### src/design/assert_macros.svh
// Assertion macros used by the range table design file.
`ifndef ASSERT_MACROS_SVH
`define ASSERT_MACROS_SVH

// Property must hold at every clock edge outside reset.
`define PRS_ASSERT(lbl, clk, rst_n, prop) \
	lbl: assert property (@(posedge clk) disable iff (!rst_n) prop) \
		else $error("assertion failed");

// Expression must never be true outside reset.
`define PRS_NEVER(lbl, clk, rst_n, expr) \
	lbl: assert property (@(posedge clk) disable iff (!rst_n) !(expr)) \
		else $error("forbidden condition seen");

`endif

### src/design/prs_pkg.sv
// Shared types and constants of the port range set parser and matcher.
package prs_pkg;

	localparam int MAX_RANGES = 16;
	localparam int NCELL      = MAX_RANGES + 1;
	localparam int CNT_W      = $clog2(MAX_RANGES + 2);
	localparam int IDX_W      = $clog2(NCELL);
	localparam int TOTAL_W    = 5;
	localparam int COV_W      = 17;
	localparam int ACC_W      = 17;

	localparam logic [CNT_W-1:0] MAX_CNT = CNT_W'(MAX_RANGES);
	localparam logic [CNT_W-1:0] CELL_CNT = CNT_W'(NCELL);

	localparam logic [15:0]      VAL_MAX  = 16'hFFFF;
	localparam logic [ACC_W-1:0] ACC_SAT  = 17'h10000;
	localparam logic [7:0]       CH_DASH  = 8'h2D;
	localparam logic [7:0]       CH_COMMA = 8'h2C;
	localparam logic [7:0]       CH_ZERO  = 8'h30;
	localparam logic [7:0]       CH_NINE  = 8'h39;

	typedef enum logic [1:0] {
		OP_CLEAR  = 2'd0,
		OP_CHAR   = 2'd1,
		OP_QUERY  = 2'd2,
		OP_STATUS = 2'd3
	} op_t;

	typedef enum logic [1:0] {
		PH_START = 2'd0,
		PH_LOW   = 2'd1,
		PH_DASH  = 2'd2,
		PH_HIGH  = 2'd3
	} phase_t;

	typedef enum logic [1:0] {
		ST_IDLE,
		ST_WAIT,
		ST_REPORT
	} top_state_t;

	typedef enum logic [1:0] {
		T_IDLE,
		T_SCAN,
		T_BUILD
	} tbl_state_t;

	typedef struct packed {
		logic [15:0] lo;
		logic [15:0] hi;
	} rng_t;

	typedef struct packed {
		logic        start;
		logic        clr;
		logic [15:0] lo;
		logic [15:0] hi;
	} tbl_req_t;

	typedef struct packed {
		logic done;
		logic ok;
	} tbl_rsp_t;

endpackage

### src/design/prs_cell.sv
// One cell of the range chain: holds a range, shifts from its neighbour, tests a query.
module prs_cell (
	input  logic           clk,
	input  logic           shift_en,
	input  logic           load_en,
	input  prs_pkg::rng_t  shift_in,
	input  prs_pkg::rng_t  load_data,
	input  logic [15:0]    query,
	output prs_pkg::rng_t  data,
	output logic           hit
);

	prs_pkg::rng_t data_q;

	// Load wins over shift: the write lands after the chain has moved.
	always_ff @(posedge clk) begin
		if (load_en) begin
			data_q <= load_data;
		end else if (shift_en) begin
			data_q <= shift_in;
		end
	end

	assign data = data_q;
	assign hit  = (query >= data_q.lo) && (query <= data_q.hi);

endmodule

### src/design/prs_table.sv
// Sorted range table: a chain of cells with a merge-and-rebuild sequencer.
`include "assert_macros.svh"

module prs_table (
	input  logic                         clk,
	input  logic                         arst_n,
	input  prs_pkg::tbl_req_t            req,
	output prs_pkg::tbl_rsp_t            rsp,
	input  logic [15:0]                  query,
	output logic                         hit,
	output logic [prs_pkg::CNT_W-1:0]    count,
	output logic [prs_pkg::COV_W-1:0]    covered
);

	prs_pkg::tbl_state_t st_q, st_d;
	logic [prs_pkg::CNT_W-1:0] cnt_q, cnt_d, r_q, r_d, m_q, m_d, k_q, k_d;
	logic [prs_pkg::COV_W-1:0] cov_q, cov_d, acc_q, acc_d;
	logic [15:0] mlo_q, mlo_d, mhi_q, mhi_d;
	logic placed_q, placed_d, undo_q, undo_d;

	logic shift_en, wr_en;
	logic [prs_pkg::IDX_W-1:0] wr_idx;
	prs_pkg::rng_t wr_data, head, new_rng;
	prs_pkg::rng_t cell_data [prs_pkg::NCELL];
	logic [prs_pkg::NCELL-1:0] cell_hit;
	logic ovl;
	logic [prs_pkg::COV_W-1:0] head_len, new_len;

	for (genvar i = 0; i < prs_pkg::NCELL; i++) begin : g_cell
		prs_pkg::rng_t nb;
		if (i == prs_pkg::NCELL - 1) begin : g_last
			assign nb = cell_data[i];
		end else begin : g_mid
			assign nb = cell_data[i+1];
		end
		prs_cell u_cell (
			.clk       (clk),
			.shift_en  (shift_en),
			.load_en   (wr_en && (wr_idx == prs_pkg::IDX_W'(i))),
			.shift_in  (nb),
			.load_data (wr_data),
			.query     (query),
			.data      (cell_data[i]),
			.hit       (cell_hit[i])
		);
	end

	always_comb begin
		hit = 1'b0;
		for (int i = 0; i < prs_pkg::NCELL; i++) begin
			if (prs_pkg::CNT_W'(i) < cnt_q && cell_hit[i]) begin
				hit = 1'b1;
			end
		end
	end

	assign head    = cell_data[0];
	assign new_rng = '{lo: mlo_q, hi: mhi_q};
	// Overlapping or touching the range under construction
	assign ovl = ({1'b0, head.hi} + 17'd1 >= {1'b0, mlo_q}) &&
	             ({1'b0, head.lo} <= {1'b0, mhi_q} + 17'd1);
	assign head_len = {1'b0, head.hi} - {1'b0, head.lo} + 17'd1;
	assign new_len  = {1'b0, mhi_q} - {1'b0, mlo_q} + 17'd1;

	always_ff @(posedge clk or negedge arst_n) begin
		if (!arst_n) begin
			st_q     <= prs_pkg::T_IDLE;
			cnt_q    <= '0;
			cov_q    <= '0;
			r_q      <= '0;
			m_q      <= '0;
			k_q      <= '0;
			acc_q    <= '0;
			placed_q <= 1'b0;
			undo_q   <= 1'b0;
		end else begin
			st_q     <= st_d;
			cnt_q    <= cnt_d;
			cov_q    <= cov_d;
			r_q      <= r_d;
			m_q      <= m_d;
			k_q      <= k_d;
			acc_q    <= acc_d;
			placed_q <= placed_d;
			undo_q   <= undo_d;
		end
	end

	always_ff @(posedge clk) begin
		mlo_q <= mlo_d;
		mhi_q <= mhi_d;
	end

	always_comb begin
		st_d     = st_q;
		cnt_d    = cnt_q;
		cov_d    = cov_q;
		r_d      = r_q;
		m_d      = m_q;
		k_d      = k_q;
		acc_d    = acc_q;
		placed_d = placed_q;
		undo_d   = undo_q;
		mlo_d    = mlo_q;
		mhi_d    = mhi_q;
		shift_en = 1'b0;
		wr_en    = 1'b0;
		wr_idx   = '0;
		wr_data  = head;
		rsp      = '0;
		case (st_q)
			prs_pkg::T_IDLE: begin
				if (req.clr) begin
					cnt_d = '0;
					cov_d = '0;
				end else if (req.start) begin
					mlo_d    = req.lo;
					mhi_d    = req.hi;
					k_d      = '0;
					r_d      = cnt_q;
					m_d      = '0;
					acc_d    = '0;
					placed_d = 1'b0;
					undo_d   = 1'b0;
					st_d     = (cnt_q == '0) ? prs_pkg::T_BUILD : prs_pkg::T_SCAN;
				end
			end
			prs_pkg::T_SCAN: begin
				// Rotate the table once, widening the new range over its neighbours
				if (ovl) begin
					if (head.lo < mlo_q) mlo_d = head.lo;
					if (head.hi > mhi_q) mhi_d = head.hi;
				end
				shift_en = 1'b1;
				wr_en    = 1'b1;
				wr_idx   = prs_pkg::IDX_W'(cnt_q - 1'b1);
				k_d      = k_q + 1'b1;
				if (k_q == cnt_q - 1'b1) begin
					st_d = prs_pkg::T_BUILD;
				end
			end
			prs_pkg::T_BUILD: begin
				if (r_q != '0) begin
					if (ovl) begin
						// Absorbed into the merged range: drop
						shift_en = 1'b1;
						r_d      = r_q - 1'b1;
					end else if (!placed_q && head.lo > mhi_q) begin
						wr_en    = 1'b1;
						wr_idx   = prs_pkg::IDX_W'(r_q + m_q);
						wr_data  = new_rng;
						m_d      = m_q + 1'b1;
						placed_d = 1'b1;
						acc_d    = acc_q + new_len;
					end else begin
						shift_en = 1'b1;
						wr_en    = 1'b1;
						wr_idx   = prs_pkg::IDX_W'(r_q - 1'b1 + m_q);
						r_d      = r_q - 1'b1;
						m_d      = m_q + 1'b1;
						acc_d    = acc_q + head_len;
					end
				end else if (!placed_q) begin
					wr_en    = 1'b1;
					wr_idx   = prs_pkg::IDX_W'(m_q);
					wr_data  = new_rng;
					m_d      = m_q + 1'b1;
					placed_d = 1'b1;
					acc_d    = acc_q + new_len;
				end else if (!undo_q && m_q > prs_pkg::MAX_CNT) begin
					// Table full: run again and drop the new range
					r_d    = m_q;
					m_d    = '0;
					acc_d  = '0;
					undo_d = 1'b1;
				end else begin
					cnt_d    = m_q;
					cov_d    = acc_q;
					rsp.done = 1'b1;
					rsp.ok   = !undo_q;
					st_d     = prs_pkg::T_IDLE;
				end
			end
			default: begin
				st_d = prs_pkg::T_IDLE;
			end
		endcase
	end

	assign count   = cnt_q;
	assign covered = cov_q;

	`PRS_ASSERT(a_cnt_bound, clk, arst_n, st_q == prs_pkg::T_IDLE |-> cnt_q <= prs_pkg::MAX_CNT)
	`PRS_ASSERT(a_done_idle, clk, arst_n, rsp.done |=> st_q == prs_pkg::T_IDLE)
	`PRS_ASSERT(a_fill_bound, clk, arst_n, st_q == prs_pkg::T_BUILD |-> (r_q + m_q) <= prs_pkg::CELL_CNT)
	`PRS_NEVER(a_no_start_busy, clk, arst_n, req.start && st_q != prs_pkg::T_IDLE)

endmodule

### src/design/port_range_set_parse_match.sv
// Top level of the port range set: text parser, range table and result register.
// Clear, query, status and characters that finish no item go from idle through the report
// state into the result register. A character that finishes an item first waits in ST_WAIT
// while the table walks its cell chain, and walks it again when a full table is restored.
// One transaction in flight: s_tready is high only when idle with the result register empty.
// arst_n clears the parser, range and covered counts, stop/overflow flags and m_tvalid at once.
module port_range_set_parse_match (
	input  logic        clk,
	input  logic        arst_n,
	input  logic        s_tvalid,
	output logic        s_tready,
	input  logic [23:0] s_tdata,   // text_char[7:0], query_value[23:8]
	input  logic [1:0]  s_tuser,   // op[1:0]
	output logic        m_tvalid,
	input  logic        m_tready,
	output logic [47:0] m_tdata    // match_found[0], chars_consumed[16:1], parse_stopped[17],
	                               // range_total[22:18], covered_values[39:23],
	                               // table_overflow[40], zero fill [47:41]
);

	prs_pkg::top_state_t st_q, st_d;
	prs_pkg::phase_t     phase_q, phase_d;
	logic [prs_pkg::ACC_W-1:0] acc_q, acc_d;
	logic [15:0] pend_q, pend_d, seen_q, seen_d, mark_q, mark_d, pos_q, pos_d;
	logic halted_q, halted_d, ovf_q, ovf_d, comma_q, comma_d, match_q, match_d;
	logic        out_valid_q;
	logic [47:0] out_data_q;

	prs_pkg::tbl_req_t req;
	prs_pkg::tbl_rsp_t rsp;
	logic                         tbl_hit;
	logic [prs_pkg::CNT_W-1:0]    tbl_cnt;
	logic [prs_pkg::COV_W-1:0]    tbl_cov;

	prs_pkg::op_t op;
	logic [7:0]   ch;
	logic [15:0]  qv;
	logic         accept, is_digit;
	logic [3:0]   dval;
	logic [19:0]  acc_mul;
	logic [prs_pkg::ACC_W-1:0] acc_next;
	logic [16:0]  seen_inc, pos_inc;

	assign op       = prs_pkg::op_t'(s_tuser);
	assign ch       = s_tdata[7:0];
	assign qv       = s_tdata[23:8];
	// Hold off new work until the previous result has been taken
	assign s_tready = (st_q == prs_pkg::ST_IDLE) && !out_valid_q;
	assign accept   = s_tvalid && s_tready;

	assign is_digit = (ch >= prs_pkg::CH_ZERO) && (ch <= prs_pkg::CH_NINE);
	assign dval     = is_digit ? 4'(ch - prs_pkg::CH_ZERO) : 4'd0;
	// acc * 10 + digit, then saturate at one above the largest value
	assign acc_mul  = ({3'b0, acc_q} << 3) + ({3'b0, acc_q} << 1) + {16'b0, dval};
	assign acc_next = (acc_mul > {3'b0, prs_pkg::ACC_SAT}) ? prs_pkg::ACC_SAT
	                                                        : acc_mul[prs_pkg::ACC_W-1:0];
	assign seen_inc = {1'b0, seen_q} + 17'd1;
	assign pos_inc  = {1'b0, pos_q} + 17'd1;

	prs_table u_table (
		.clk     (clk),
		.arst_n  (arst_n),
		.req     (req),
		.rsp     (rsp),
		.query   (qv),
		.hit     (tbl_hit),
		.count   (tbl_cnt),
		.covered (tbl_cov)
	);

	always_ff @(posedge clk or negedge arst_n) begin
		if (!arst_n) begin
			st_q     <= prs_pkg::ST_IDLE;
			phase_q  <= prs_pkg::PH_START;
			acc_q    <= '0;
			pend_q   <= '0;
			seen_q   <= '0;
			mark_q   <= '0;
			halted_q <= 1'b0;
			ovf_q    <= 1'b0;
		end else begin
			st_q     <= st_d;
			phase_q  <= phase_d;
			acc_q    <= acc_d;
			pend_q   <= pend_d;
			seen_q   <= seen_d;
			mark_q   <= mark_d;
			halted_q <= halted_d;
			ovf_q    <= ovf_d;
		end
	end

	// Per-transaction payload: position and terminator of the item under insertion, and query match
	always_ff @(posedge clk) begin
		pos_q   <= pos_d;
		comma_q <= comma_d;
		match_q <= match_d;
	end

	always_comb begin
		st_d     = st_q;
		phase_d  = phase_q;
		acc_d    = acc_q;
		pend_d   = pend_q;
		seen_d   = seen_q;
		mark_d   = mark_q;
		halted_d = halted_q;
		ovf_d    = ovf_q;
		pos_d    = pos_q;
		comma_d  = comma_q;
		match_d  = match_q;
		req      = '0;
		case (st_q)
			prs_pkg::ST_IDLE: begin
				if (accept) begin
					match_d = 1'b0;
					st_d    = prs_pkg::ST_REPORT;
					case (op)
						prs_pkg::OP_CLEAR: begin
							// Empty the set and restart the text
							phase_d  = prs_pkg::PH_START;
							acc_d    = '0;
							pend_d   = '0;
							seen_d   = '0;
							mark_d   = '0;
							halted_d = 1'b0;
							ovf_d    = 1'b0;
							req.clr  = 1'b1;
						end
						prs_pkg::OP_CHAR: begin
							if (!halted_q) begin
								seen_d  = seen_inc[16] ? prs_pkg::VAL_MAX : seen_inc[15:0];
								pos_d   = seen_q;
								comma_d = (ch == prs_pkg::CH_COMMA);
								case (phase_q)
									prs_pkg::PH_START: begin
										if (is_digit) begin
											acc_d   = {13'b0, dval};
											phase_d = prs_pkg::PH_LOW;
										end else if (ch == prs_pkg::CH_DASH) begin
											pend_d  = '0;
											acc_d   = '0;
											phase_d = prs_pkg::PH_DASH;
										end else begin
											halted_d = 1'b1;
										end
									end
									prs_pkg::PH_LOW: begin
										if (is_digit) begin
											acc_d = acc_next;
										end else if (acc_q[16]) begin
											halted_d = 1'b1;
										end else if (ch == prs_pkg::CH_DASH) begin
											pend_d  = acc_q[15:0];
											acc_d   = '0;
											phase_d = prs_pkg::PH_DASH;
										end else begin
											req.start = 1'b1;
											req.lo    = acc_q[15:0];
											req.hi    = acc_q[15:0];
											st_d      = prs_pkg::ST_WAIT;
										end
									end
									prs_pkg::PH_DASH: begin
										if (is_digit) begin
											acc_d   = {13'b0, dval};
											phase_d = prs_pkg::PH_HIGH;
										end else begin
											// Open high bound
											req.start = 1'b1;
											req.lo    = pend_q;
											req.hi    = prs_pkg::VAL_MAX;
											st_d      = prs_pkg::ST_WAIT;
										end
									end
									default: begin
										if (is_digit) begin
											acc_d = acc_next;
										end else if (acc_q[16] || acc_q[15:0] < pend_q) begin
											halted_d = 1'b1;
										end else begin
											req.start = 1'b1;
											req.lo    = pend_q;
											req.hi    = acc_q[15:0];
											st_d      = prs_pkg::ST_WAIT;
										end
									end
								endcase
							end
						end
						prs_pkg::OP_QUERY: begin
							match_d = tbl_hit;
						end
						default: begin
						end
					endcase
				end
			end
			prs_pkg::ST_WAIT: begin
				if (rsp.done) begin
					st_d = prs_pkg::ST_REPORT;
					if (!rsp.ok) begin
						ovf_d    = 1'b1;
						halted_d = 1'b1;
					end else begin
						acc_d = '0;
						if (comma_q) begin
							mark_d  = pos_inc[16] ? prs_pkg::VAL_MAX : pos_inc[15:0];
							phase_d = prs_pkg::PH_START;
						end else begin
							mark_d   = pos_q;
							halted_d = 1'b1;
						end
					end
				end
			end
			prs_pkg::ST_REPORT: begin
				st_d = prs_pkg::ST_IDLE;
			end
			default: begin
				st_d = prs_pkg::ST_IDLE;
			end
		endcase
	end

	// Result register: load on report, drop once taken
	always_ff @(posedge clk or negedge arst_n) begin
		if (!arst_n) begin
			out_valid_q <= 1'b0;
		end else if (st_q == prs_pkg::ST_REPORT) begin
			out_valid_q <= 1'b1;
		end else if (m_tready) begin
			out_valid_q <= 1'b0;
		end
	end

	always_ff @(posedge clk) begin
		if (st_q == prs_pkg::ST_REPORT) begin
			out_data_q <= {7'b0, ovf_q, tbl_cov, prs_pkg::TOTAL_W'(tbl_cnt),
			               halted_q, mark_q, match_q};
		end
	end

	assign m_tvalid = out_valid_q;
	assign m_tdata  = out_data_q;

endmodule

### config.mk
export PLATFORM = sky130hd
export DESIGN_NAME = port_range_set_parse_match
export DESIGN_NICKNAME = d
export VERILOG_FILES = /design/src/design/prs_pkg.sv /design/src/design/prs_cell.sv /design/src/design/prs_table.sv /design/src/design/port_range_set_parse_match.sv
export VERILOG_INCLUDE_DIRS = /design/src /design/src/design
export SDC_FILE = /design/constraint.sdc
export NUM_CORES = 2
export LEC_CHECK = 0
export ABC_AREA = 1
export BUFFER_PORTS_ARGS = -buffer_cell sky130_fd_sc_hd__buf_2
export CAP_MARGIN = 20
export CORE_UTILIZATION = 45
export DETAILED_ROUTE_END_ITERATION = 10
export MAX_ROUTING_LAYER = met4
export PLACE_DENSITY_LB_ADDON = 0.08
export SLEW_MARGIN = 5
export SYNTH_ARGS = -nofsm -noshare
export SYNTH_HDL_FRONTEND = slang
export SYNTH_SLANG_ARGS = --single-unit
### constraint.sdc
create_clock -name clk -period 9 [get_ports clk]
set_clock_uncertainty 0.1 [all_clocks]
set_input_delay 0.45 -clock clk [delete_from_list [all_inputs] [get_ports clk]]
set_output_delay 0.45 -clock clk [all_outputs]
set_load 0.03 [all_outputs]
* After elaboration in Yosys (flattened, before gate mapping) *
Index checks and enable logic that the tools add are counted.

word-level totals
  register bits = 765
  bits of input ports = 30
  output and inout bits = 50
  word-level logic and storage cells = 550

operators by class
  add/subtract/negate cells = 19
  $lt $le $gt $ge = 61
  eq/ne operators = 68
  multiplexer cells = 233
  bitwise gates (word level) = 1
  reduce and logical (&&, ||, !) cells = 109

operator list
  kind                                                       number
  two-way mux 32 bit                                         45
  two-way mux 17 bit                                         22
  two-way mux 16 bit                                         23
  >= comparator 16 bit                                       17
  less-or-equal comparator 16 bit                            17
  case mux 16 bit (2 select lines)                           6
  case mux 17 bit (2 select lines)                           4
  two-way mux 5 bit                                          21
  case mux 32 bit (3 select lines)                           1
  adder 16 x 1 -> 17 bit, second input constant              4
  two-way mux 34 bit                                         2
  two-way mux 2 bit                                          31
  logical AND 1 bit                                          57
  two-way mux 1 bit                                          56
  case mux 17 bit (3 select lines)                           1
  case mux 5 bit (2 select lines)                            5
  nonzero test 2 bit                                         21
  == test 5 x 4 -> 1 bit, second input constant              8
  less-than comparator 4 x 5 -> 1 bit, first input constant  8
  AND reduction 5 bit                                        8
  adder 17 x 1 -> 17 bit, second input constant              2
  adder 17 bit                                               2
  subtractor 16 x 16 -> 17 bit                               2
  greater-than comparator 16 bit                             2
  other kinds (50)                                           126

* Depth between registers and ports, before layout *
  depth after elaboration = 20
  gate-level depth with buffers = 29
  depth with buffers taken out = 29

* Hierarchy *
A second synthesis with hierarchy kept.

second synthesis, totals
  cell total of the unflattened synthesis = 7,229
  area, all modules = 56,928.3 µm²

modules (own cells, without submodules)
  module                      instances  cells an instance  area each (µm²)  sequential area each (µm²)
  prs_cell                    17         277                2,229.6          960.9
  prs_table                   1          1,519              10,839.1         2,412.3
  port_range_set_parse_match  1          1,001              8,185.4          3,573.4

* Worst setup path before layout *
OpenSTA, ideal clock, no wires.

  path type = reg-to-reg
  start point = reg u_table.g_cell[0].u_cell.data_q (netlist bit u_table.g_cell[0].u_cell.data[23])
  end point = reg u_table.g_cell[16].u_cell.data_q (netlist bit u_table.g_cell[16].u_cell.data[0]) (enable)
  library setup time = 0.461 ns
  arrival = 6.082 ns
  required time = 8.439 ns
  slack = 2.357 ns
  stages on the path, launching flop included = 25
  cells stage by stage = edfxtp_1 -> ha_1 -> a21oi_1 -> o21a_1 -> nand2_1 -> nand2_1 -> nand2_1 -> nand2_1 -> inv_1 -> clkbuf_1 -> or2_2 -> o21ai_0 -> inv_1 -> fa_1 -> o21ai_0 -> xnor2_1 -> nand3_1 -> nand2_1 -> nand3_1 -> nand2_2 -> nand2_4 -> buf_6 -> buf_2 -> buf_2 -> nor3_1

between the ends
  longest elaborated chain between the ends = 8
  elaborated cells between the ends (all ways) = 13

RTL lines
  what                                   RTL line          RTL
  start, declared                        prs_cell.sv:13    prs_pkg::rng_t data_q;
  start signal, assigned                 prs_cell.sv:18    data_q <= load_data;
  start signal, assigned                 prs_cell.sv:20    data_q <= shift_in;
  greater-than comparator 16 bit         prs_table.sv:148  end else if (!placed_q && head.lo > mhi_q) begin
  logical AND 1 bit                      prs_table.sv:148
  two-way mux 5 bit                      prs_table.sv:148
  two-way mux 5 bit                      prs_table.sv:144  if (ovl) begin
  two-way mux 5 bit                      prs_table.sv:143  if (r_q != '0) begin
  case mux 5 bit (2 select lines)        prs_table.sv:111  case (st_q)
  == test 5 bit                          prs_table.sv:39   .load_en (wr_en && (wr_idx == prs_pkg::IDX_W'(i))),
  logical AND 1 bit (*)                  prs_table.sv:39
  net u_table.g_cell[16].u_cell.load_en  prs_cell.sv:5     input logic load_en,
  end signal, assigned                   prs_cell.sv:18
  end signal, assigned                   prs_cell.sv:20
  end, declared                          prs_cell.sv:13

The timed path passes the listed nets; every way through them passes the cells marked *.
A chain may end at the register's enable or synchronous reset.

* Worst setup path after layout *
  start point = reg u_table.g_cell[0].u_cell.data_q (netlist bit u_table.g_cell[0].u_cell.data[5])
  end point = reg u_table.g_cell[14].u_cell.data_q (netlist bit u_table.g_cell[14].u_cell.data[7]) (enable)

between the ends
  longest elaborated chain between the ends = 9
  elaborated cells between the ends (all ways) = 15

RTL lines
  what                                RTL line          RTL
  adder 16 x 1 -> 17 bit (*)          prs_table.sv:60   assign ovl = ({1'b0, head.hi} + 17'd1 >= {1'b0, mlo_q}) &&
  >= comparator 17 x 16 -> 1 bit (*)  prs_table.sv:60
  logical AND 1 bit (*)               prs_table.sv:60
  two-way mux 5 bit                   prs_table.sv:144
  two-way mux 5 bit                   prs_table.sv:143
  case mux 5 bit (2 select lines)     prs_table.sv:111
  == test 5 x 4 -> 1 bit              prs_table.sv:39
  logical AND 1 bit                   prs_table.sv:39
  nonzero test 2 bit (no line) (*)    n/a
  end signal, assigned                prs_cell.sv:18
  end signal, assigned                prs_cell.sv:20
  end, declared                       prs_cell.sv:13

Mark *: on every way between the ends. The rest lies on a longest branch, timed or not.

==> impl_metrics.json <==
{
  "status": "finished, violations left",
  "violations": "DRC",
  "dpl.hpwl_mm": 147,
  "routed_wl_mm": 210,
  "start_util": 0.454,
  "grt_max_degree": 85,
  "grt_pass1_vias": 46155,
  "postCtsSetupRepairBufs": 0,
  "cts_tree": "yes",
  "hold_viol_final": 0,
  "final_cell_area_sq_um": 61300,
  "worst_slew_pin_slew_ns": 1.21,
  "ys_warn_count": 0,
  "drv_cap": 0,
  "ant_nets": 0,
  "setup_viol": 0,
  "ys.flop_type": "edfxtp_1",
  "area_growth_pct": 9.03,
  "gr-usage-all-layers": 0.340,
  "wl_met2_mm": 94.0,
  "fin_crit_sh": 0.763,
  "first_pass_iters": 10,
  "synthCells": 6811,
  "die_h_microns": 355,
  "num_rows": 129,
  "antenna_found_initial": 8,
  "die_x_microns": 355,
  "final_common_cell": "nand2_1",
  "mostFrequentLayoutCells": "nand2_1, inv_1, ha_1",
  "slew_headroom": 0.190,
  "ctsRootBufferMaster": "clkbuf_16",
  "grt_pass1_wl_mm": 306,
  "grt.overflow.total": 0,
  "nets": 7625,
  "path_class": "reg2reg",
  "async_reset_ff_frac": 0.170,
  "finalCriticalPeriod_ns": 6.87,
  "dieArea_sq_um": 126000,
  "viasPerCell": 5.71,
  "htree_levels": 3,
  "cts_buffer_depth": 3,
  "via_count": 48837,
  "report.final.slew_viol_count": 0,
  "synth_edf_count": 635,
  "rsz0062_at_grt": "no",
  "ys_ff_latch": 765,
  "netlist_area_sq_um": 56200,
  "endpoint_kind": "register",
  "worstHoldPathType": "in2reg",
  "worstPathRequired_ns": 9.27,
  "cp-start-kind": "register",
  "io_pins": 80,
  "clock_sinks": 765,
  "fmax_ghz": 0.146,
  "path_clk_slew_ns": 0.06,
  "placed_area_sq_um": 58100,
  "dr.first_iter.drc_count": 5440,
  "seq_area_frac_synth": 0.397,
  "wl_per_cell_microns": 24.6,
  "synthDistinctLibCells": 57,
  "drive_above_1_share": 0.0569,
  "topRoutingLayerUsed": "met4",
  "arrival_ns": 7.14,
  "fin_util": 0.495,
  "wl_met1_mm": 88.7,
  "clk_latency_ns": 0.73,
  "cts_buffers": 93,
  "gp_congestion": 0.991,
  "dr_wl_met3_mm": 16.9,
  "syn_avg_cell_area_sq_um": 8.25,
  "port_buffers": 72,
  "drc": 22,
  "cp_max_fo": 36,
  "core_area_sq_um": 124000,
  "setup_tns_ns": 0
}
layout make-up:
class / count / area (sq um)
flip-flops and latches: 765 / 22300
fillers: 11912 / 62500
inverters: 986 / 3700
well taps: 1637 / 2050
clock inverters: 58 / 612
clock buffers: 113 / 2400
multi-input cells: 4814 / 29000
repair buffers: 172 / 1210
diodes: 3 / 7.51
kinds of logic after synthesis:
kind of cell,synth area share
AND/OR/NAND/NOR,0.220
buffers and inverters,0.0890
AO/OA/AOI/OAI,0.105
flip-flops,0.397
adder cells (fa/ha/maj),0.175
XOR/XNOR,0.0142
other,0.0000667
path summary, 6_finish.rpt:
path | startpoint | to | slack (ns) | depth (start not counted)
worst max-delay path | u_table.g_cell[0].u_cell.data[5]$_DFFE_PP_ | u_table.g_cell[14].u_cell.data[7]$_DFFE_PP_ | 2.13 | 22
worst min-delay path | s_tuser[0] | match_q$_SDFFCE_PP0P_ | 0.07 | 4
worst max register to register | u_table.g_cell[0].u_cell.data[5]$_DFFE_PP_ | u_table.g_cell[14].u_cell.data[7]$_DFFE_PP_ | 2.13 | 22
worst min register to register | mark_q[10]$_DFFE_PN0P_ | m_tdata[11]$_DFFE_PP_ | 0.34 | 0
max in group asynchronous | arst_n | u_table.placed_q$_DFFE_PN0P_ | 7.25 | 3
min in group asynchronous | arst_n | mark_q[15]$_DFFE_PN0P_ | 0.26 | 2
metal layers:
metal / up-vias / global-route usage
li1: 23061 / -
met1: 23391 / 0.448
met2: 1975 / 0.519
met3: 410 / 0.0502
met4: 0 / 0.152
met5: - / -
flip-flops by register name (all words and copies together) (netlist names), 5 cells and up:
register,cells
pos_q,16
u_table.mlo_q,16
u_table.covered,17
u_table.mhi_q,16
m_tdata,41
u_table.acc_q,17
seen_q,16
u_table.k_q,5
u_table.r_q,5
u_table.g_cell.u_cell.data,544
u_table.m_q,5
acc_q,17
u_table.count,5
mark_q,16
pend_q,16
cell usage after synthesis (all sizes together), types with 7 or more instances:
cell        n  area (sq um)
o21a       22           165
nor2      248          1070
a211oi      9          67.6
o22ai      35           219
xnor2      34           298
dfrtp     130          3250
fa         35           701
a31oi      12          75.1
inv       981          3680
a21boi      8          60.1
buf       166           975
xor2       57           499
nand3     367          1900
nand4     246          1540
nor3       77           385
a21oi     406          2030
o211ai     27           203
a22oi      35           263
o31ai      14           105
ha        728          9110
nand2    1924          7320
clkbuf     86           324
a21o       10          75.1
o2111ai    23           201
o21bai      8          60.1
edfxtp    635         19100
nand3b      7          52.6
o21ai     439          2200
critical path: stages (launching register included):
cell and delay (ns):
edfxtp_1 0.57, inv_1 0.28, nor3_1 0.37, nand3_1 0.15, nor2_1 0.22, nand3_1 0.15, nor2_1 0.15, xor2_1 0.16
ha_1 0.28, a21oi_1 0.14, o211ai_1 0.09, inv_1 0.06, nand2_1 0.04, nor2_1 0.10, nand3_2 0.15, nand2_4 0.35
nand3_1 0.18, nand2_2 0.15, nand2_2 0.08, nor2_4 0.86, nand3_2 0.83, nand2_1 0.55, buf_4 0.41
through the flow:
stage / std cells / hold slack, ns / worst slack [ns]
6_report: 8548 / 0.0741 / 2.13
4_1_cts: 8542 / 0.0284 / 2.22
5_1_grt: 8546 / 0.0785 / 1.61
3_5_place_dp: 8365 / 0.329 / 2.26
2_1_floorplan: 6817 / 0.0544 / 2.36
3_3_place_gp: 8363 / 0.331 / 2.26
timing repair:
item / CTS / global route
hold endpoints to repair: 77 / 0
gates resized for setup: 0 / 0
hold buffers: 6 / 0
Power is not shown: default switching activity piles up to over one toggle a cycle in this logic, so the estimate is an artifact.
